## config.mk

```make
export PLATFORM = sky130hd
export DESIGN_NAME = global_history_branch_predictor_core
export DESIGN_NICKNAME = d
export VERILOG_FILES = /design/src/hw/rtl/ghbp_pkg.sv /design/src/hw/rtl/global_history_branch_predictor_core.sv /design/src/hw/rtl/ghbp_counter_table.sv
export SDC_FILE = /design/constraint.sdc
export NUM_CORES = 1
export LEC_CHECK = 0
export ABC_AREA = 1
export ABC_CLOCK_PERIOD_IN_PS = 5600
export BUFFER_PORTS_ARGS = -buffer_cell sky130_fd_sc_hd__buf_2
export CAP_MARGIN = 20
export CORE_MARGIN = 3
export CORE_UTILIZATION = 63
export DETAILED_ROUTE_END_ITERATION = 7
export PLACE_DENSITY = 0.85
export REMOVE_ABC_BUFFERS = 1
export SLEW_MARGIN = 20
export SYNTH_ARGS = -nofsm -noshare
export SYNTH_HDL_FRONTEND = slang
export SYNTH_SLANG_ARGS = --single-unit
```

## constraint.sdc

```tcl
create_clock -name clk_i -period 5.6 [get_ports clk_i]
set_clock_uncertainty 0.2 [all_clocks]
set_input_delay 0.84 -clock clk_i [delete_from_list [all_inputs] [get_ports clk_i]]
set_output_delay 0.84 -clock clk_i [all_outputs]
set_load 0.02 [all_outputs]
```

## src/hw/rtl/ghbp_pkg.sv

```systemverilog
// Package with the constants, opcodes and transfer types of the global history branch predictor.
`timescale 1ns / 1ps

package ghbp_pkg;

  localparam int unsigned HistoryBits = 6;
  localparam int unsigned CounterBits = 2;
  localparam int unsigned Threads     = 4;
  localparam int unsigned AddrShift   = 2;
  localparam int unsigned TableSize   = 1 << HistoryBits;

  localparam logic [CounterBits-1:0] CtrMax  = CounterBits'((1 << CounterBits) - 1);
  localparam logic [CounterBits-1:0] CtrHalf = CounterBits'((1 << (CounterBits - 1)) - 1);

  typedef logic [HistoryBits-1:0] hist_t;
  typedef logic [HistoryBits-1:0] idx_t;
  typedef logic [CounterBits-1:0] ctr_t;

  typedef enum logic [2:0] {
    OpLookup        = 3'd0,
    OpUnconditional = 3'd1,
    OpBtbMiss       = 3'd2,
    OpUpdate        = 3'd3,
    OpSquash        = 3'd4
  } opcode_e;

  typedef struct packed {
    logic [2:0]  opcode;
    logic [1:0]  thread;
    logic [31:0] branch_address;
    logic        taken;
    logic        squashed;
    logic [5:0]  restore_history;
  } req_t;

  typedef struct packed {
    logic       prediction;
    logic [5:0] checkpoint_history;
  } rsp_t;

  typedef struct packed {
    logic en;
    idx_t idx;
    ctr_t data;
  } ctr_wr_t;

endpackage

```

## src/hw/rtl/global_history_branch_predictor_core.sv

```systemverilog
// Top level of the global history branch predictor: per-thread histories and the request pipeline.
`timescale 1ns / 1ps

// One request is taken on every cycle, busy never rises, and each transfer yields exactly one
// result, shown with done_o for one cycle once it has passed the s1_q, s2_q and rsp_q registers. The
// receiver cannot stall, so results must be captured when done_o is high. The pace is set by the
// counter table's registered read: the history a request needs is forwarded from the request one
// stage ahead, and a counter written in the cycle it is read is bypassed into the read register.
module global_history_branch_predictor_core (
  input  logic            clk_i,
  input  logic            rst_ni,
  input  logic            start,
  output logic            busy,
  input  ghbp_pkg::req_t  req_i,
  output logic            done_o,
  output ghbp_pkg::rsp_t  rsp_o
);
  import ghbp_pkg::*;

  typedef struct packed {
    logic [2:0] opcode;
    logic [1:0] thread;
    logic       taken;
    logic       squashed;
    logic [5:0] restore_history;
    hist_t      hist;
    idx_t       idx;
  } s2_t;

  logic    s1_valid_q;
  req_t    s1_q;
  logic    s2_valid_q;
  s2_t     s2_q;
  logic    done_q;
  rsp_t    rsp_q;
  hist_t   hist_q [Threads];

  hist_t   s1_hist;
  idx_t    s1_idx;
  logic [63:0] s1_addr_sh;
  s2_t     s2_d;

  ctr_t    ctr_rd;
  logic    s2_pred;
  hist_t   s2_hist_next;
  rsp_t    rsp_d;
  ctr_wr_t ctr_wr;

  assign busy = 1'b0;

  // Stage one: effective history of the thread and the table index.
  always_comb begin
    if (s2_valid_q && (s2_q.thread == s1_q.thread)) begin
      s1_hist = s2_hist_next;
    end else begin
      s1_hist = hist_q[s1_q.thread];
    end
    s1_addr_sh = 64'(s1_q.branch_address) << AddrShift;
    s1_idx     = ~(s1_addr_sh[HistoryBits-1:0] & s1_hist);
    s2_d.opcode          = s1_q.opcode;
    s2_d.thread          = s1_q.thread;
    s2_d.taken           = s1_q.taken;
    s2_d.squashed        = s1_q.squashed;
    s2_d.restore_history = s1_q.restore_history;
    s2_d.hist            = s1_hist;
    s2_d.idx             = s1_idx;
  end

  ghbp_counter_table u_table (
    .clk_i     (clk_i),
    .rst_ni    (rst_ni),
    .rd_idx_i  (s1_idx),
    .wr_i      (ctr_wr),
    .rd_data_o (ctr_rd)
  );

  // Stage two: prediction, history update and counter training.
  always_comb begin
    s2_pred      = 1'b0;
    s2_hist_next = s2_q.hist;
    rsp_d        = '0;
    ctr_wr.en    = 1'b0;
    ctr_wr.idx   = s2_q.idx;
    ctr_wr.data  = ctr_rd;
    case (s2_q.opcode)
      OpLookup: begin
        s2_pred                  = (ctr_rd > CtrHalf);
        s2_hist_next             = {s2_q.hist[HistoryBits-2:0], s2_pred};
        rsp_d.prediction         = s2_pred;
        rsp_d.checkpoint_history = s2_q.hist;
      end
      OpUnconditional: begin
        s2_hist_next             = {s2_q.hist[HistoryBits-2:0], 1'b1};
        rsp_d.checkpoint_history = s2_q.hist;
      end
      OpBtbMiss: begin
        s2_hist_next = {s2_q.hist[HistoryBits-1:1], 1'b0};
      end
      OpUpdate: begin
        if (s2_q.squashed) begin
          s2_hist_next = {s2_q.restore_history[HistoryBits-2:0], s2_q.taken};
        end else begin
          ctr_wr.en = s2_valid_q;
          if (s2_q.taken) begin
            if (ctr_rd != CtrMax) begin
              ctr_wr.data = ctr_rd + ctr_t'(1);
            end
          end else begin
            if (ctr_rd != '0) begin
              ctr_wr.data = ctr_rd - ctr_t'(1);
            end
          end
        end
      end
      OpSquash: begin
        s2_hist_next = s2_q.restore_history;
      end
      default: begin
        s2_hist_next = s2_q.hist;
      end
    endcase
  end

  always_ff @(posedge clk_i or negedge rst_ni) begin
    if (!rst_ni) begin
      s1_valid_q <= 1'b0;
      s2_valid_q <= 1'b0;
      done_q     <= 1'b0;
    end else begin
      s1_valid_q <= start && !busy;
      s2_valid_q <= s1_valid_q;
      done_q     <= s2_valid_q;
    end
  end

  always_ff @(posedge clk_i or negedge rst_ni) begin
    if (!rst_ni) begin
      for (int i = 0; i < Threads; i++) begin
        hist_q[i] <= '0;
      end
    end else if (s2_valid_q) begin
      hist_q[s2_q.thread] <= s2_hist_next;
    end
  end

  always_ff @(posedge clk_i) begin
    if (start && !busy) begin
      s1_q <= req_i;
    end
    s2_q  <= s2_d;
    rsp_q <= rsp_d;
  end

  assign done_o = done_q;
  assign rsp_o  = rsp_q;

endmodule

```

## src/hw/rtl/ghbp_counter_table.sv

```systemverilog
// Shared table of saturating counters with a registered read, write bypass and per-entry valid bits.
`timescale 1ns / 1ps

module ghbp_counter_table (
  input  logic              clk_i,
  input  logic              rst_ni,
  input  ghbp_pkg::idx_t    rd_idx_i,
  input  ghbp_pkg::ctr_wr_t wr_i,
  output ghbp_pkg::ctr_t    rd_data_o
);
  import ghbp_pkg::*;

  ctr_t                 mem_q [TableSize];
  logic [TableSize-1:0] valid_q;
  ctr_t                 rd_data_q;

  always_ff @(posedge clk_i) begin
    if (wr_i.en) begin
      mem_q[wr_i.idx] <= wr_i.data;
    end
  end

  always_ff @(posedge clk_i or negedge rst_ni) begin
    if (!rst_ni) begin
      valid_q <= '0;
    end else if (wr_i.en) begin
      valid_q[wr_i.idx] <= 1'b1;
    end
  end

  // A write to the entry being read hands its new value straight to the read register.
  always_ff @(posedge clk_i) begin
    if (wr_i.en && (wr_i.idx == rd_idx_i)) begin
      rd_data_q <= wr_i.data;
    end else if (valid_q[rd_idx_i]) begin
      rd_data_q <= mem_q[rd_idx_i];
    end else begin
      rd_data_q <= '0;
    end
  end

  assign rd_data_o = rd_data_q;

endmodule
```

==> metrics.csv <==
stage,metric,value,unit
run_status,status,"finished, final reports clean",
logic_synthesis,synth_cells,540,
logic_synthesis,yosys.area.top_type,edfxtp_1,
logic_synthesis,yosys-top-cells-area,"edfxtp_1, dfrtp_1, dfxtp_1",
setup_path,crit_path_start_kind,register,
logic_synthesis,ys_seq_area_share,61.1,%
timing,fmax,329,MHz
timing,period_needed,3.04,ns
clock_network,hold_buffers,0,
global_routing,overflow,0,
global_routing,grt_pass1_wl,18900,um
hold_path,min_path_type,register to register,
setup_path,endpoint_kind,register,
logic_synthesis,synth.distinct_cells,39,
floorplan,rows,32,
finish,area_growth,13.4,%
logic_synthesis,synth_ff_type,edfxtp_1,
setup_path,crit_chain,"inv_1, o21ai_0, o211ai_2, buf_4, nand3_4, xor2_1, a21oi_2, nand3_1, nand3_1, nand2_1",
global_routing,grt_max_degree,44,
setup_path,worstPathMaxFanout,26,
setup_path,slowest_delay,0.60,ns
clock_network,clock_latency,0.52,ns
route,vias,4025,
route,routed_via_density,5.88,
power,leakagePower,2.66,nW
logic_synthesis,yosys_warnings,0,
logic_synthesis,synth_edf_count,49,
floorplan,initial_core_util,66.2,%
finish,antenna_cells,0,
timing,rsz0062_at_grt,no,
clock_network,cts_tree,done,
power,finalPower,0.00258,W
floorplan,die_y,97.0,um
placed_design,dp.cells,652,
timing,final.period_utilization,54.3,%
clock_network,post_cts_buffers,0,
floorplan,die_w,97.0,um
finish,multi_input_area,1650,um^2
clock_network,cts_sinks,124,
setup_path,cpMaxStageDelayCell,edfxtp_1,
setup_path,worstPathRequired,5.80,ns
route,drt_first_pass_iters,5,
power,ir_worst_vdd,274,uV
power,power_density,436,nW/um^2
timing,worst_pin_slew,0.994,ns
finish,n_fill_cell,516,
route,wirelength,11500,um
placed_design,io_buffers,27,
setup_path,cp.arrival,3.24,ns
timing,fin_setup_tns,0,ns
route,drc,0,
clock_network,ctsResizeCount,0,
global_routing,grt_pass1_vias,4044,
finish,nets,617,
clock_network,cts.htree.levels,4,
floorplan,ios,57,
logic_synthesis,synthMostInstantiatedCell,nand2_1,
placed_design,place_congestion,0.867,
clock_network,path_clk_slew,0.06,ns
clock_network,clockBufferDepth,2,
global_routing,antenna_found_initial,0,
timing,slew_headroom,33.7,%
logic_synthesis,avgSynthCellArea,9.67,um^2
floorplan,core_area,7890,um^2
logic_synthesis,syn_area,5220,um^2
finish,stdcell_count,684,
logic_synthesis,synth_common_cells,"nand2_1, inv_1, o21ai_0",
run,max-cap-violations,0,
logic_synthesis,synth_top_cell_area_share,28.2,%
finish,drive_gt1_share,15.1,%
timing,hold_viol,0,
placed_design,place_hpwl,7120,um
route,dr.first_iter.drc_count,289,
logic_synthesis,synth-async-reset-ratio,34.7,%
route,ant_nets,0,
route,wire_per_inst,16.7,um
clock_network,root_buffer,clkbuf_8,
global_routing,gr-usage-all-layers,25.2,%
setup_path,cp_common_cell,nand3_1,
setup_path,setup.worst_path.class,register to register,
clock_network,numCtsBuffers,17,
finish,final-seq-area,3190,um^2
timing,setup_violations,0,
logic_synthesis,ys_ff_latch,124,
timing,final_max_slew_viol_count,0,
floorplan,fp.dieArea,9410,um^2
[power by group]
part / switching (W) / internal (W) / total, W
logic: 0.000294 / 0.000136 / 0.000430
registers: 0.0000766 / 0.00108 / 0.00116
clock network: 0.000372 / 0.000621 / 0.000993
total: 0.000743 / 0.00184 / 0.00258
[routing by layer]
layer / global-route usage, % / wire, um / share of wire (%) / vias to the layer above
met2: 41.3 / 5690 / 50 / 189
met3: 6.71 / 884 / 7.7 / 32
met4: 11.9 / 337 / 2.9 / 0
li1: - / - / - / 1874
met5: 0 / 0 / 0 / -
met1: 31.0 / 4540 / 40 / 1930
[sequential cells by signal, summed over array words and instances, names as in the netlist]
signal	count
s1_valid_q	1
u_table.rd_data_o	2
s1_addr_sh	4
done_o	1
u_table.mem_q	32
s2_q	19
rsp_o	7
s2_valid_q	1
hist_q	24
u_table.valid_q	16
s1_q	13
ctr_wr	4
[through the flow]
stage,instance area (um^2),util [%],setup slack (ns),hold WS (ns)
finish,5920,75.1,2.56,0.129
global route,5920,75.1,2.38,0.140
CTS,5920,75.1,2.61,0.132
detailed placement,5380,68.2,2.66,0.128
global placement,5380,68.2,2.78,0.127
floorplan,5100,-,2.90,0.123
[layout by cell type (no fill, tap or decap), types with 2 or more instances in the layout]
| cell type | instances |
|---|---|
| buf_2 | 27 |
| xor2_1 | 2 |
| inv_1 | 60 |
| nor2_4 | 3 |
| buf_4 | 3 |
| clkbuf_16 | 17 |
| nor2_2 | 3 |
| nand3_4 | 2 |
| o221ai_1 | 3 |
| nand2_2 | 7 |
| nor2_1 | 45 |
| inv_2 | 8 |
| nand3_1 | 50 |
| nand2_4 | 2 |
| clkinv_2 | 6 |
| clkbuf_1 | 5 |
| a21oi_1 | 5 |
| dfxtp_1 | 32 |
| o21ai_1 | 2 |
| o21ai_0 | 60 |
| dfrtp_1 | 43 |
| nand2_1 | 99 |
| edfxtp_1 | 49 |
| clkbuf_8 | 2 |
| nand4_1 | 30 |
[final cells by class]
cell class                      instances  share of cell area, %
Sequential cell                       124                   53.8
Clock buffer                           24                   7.97
Clock inverter                          8                   1.14
Timing Repair Buffer                   30                   2.66
Inverter                               68                   4.31
Multi-Input combinational cell        328                   27.9
Tap cell                              102                   2.16
[critical path, delay by kind of cell (launching register included)]
kind                      cells  cell delay (ns)
buffers and inverters         2             0.73
xor gates and xnor gates      1             0.28
and+or+nand+nor               4             0.62
AOI/OAI and AO/OA             3             0.47
DFF                           1             0.60
[cell families (layout without fill, tap and decap cells)]
logic type               count (synthesis)  count (layout)  share of synthesized area, %
AO/OA/AOI/OAI                           76              76                          7.93
flip-flops                             124             124                          61.1
other                                    1               1                        0.0718
XOR/XNOR                                 3               3                         0.503
AND/OR/NAND/NOR                        247             247                          23.0
adder cells (fa/ha/maj)                  1               1                         0.192
buffers and inverters                   88             130                          7.26
[final timing paths]
path / start / end / slack [ns] / depth (start not counted)
max in group asynchronous: rst_ni / hist_q[22] / 4.34 / 1
max: s1_q[40] / u_table.rd_data_o[1] / 2.56 / 10
min in group asynchronous: rst_ni / u_table.valid_q[51] / 0.27 / 1
min: s1_q[5] / s2_q[17] / 0.13 / 0
max reg2reg: s1_q[40] / u_table.rd_data_o[1] / 2.56 / 10
min reg2reg: s1_q[5] / s2_q[17] / 0.13 / 0
Power figures use the tool's default switching activity.
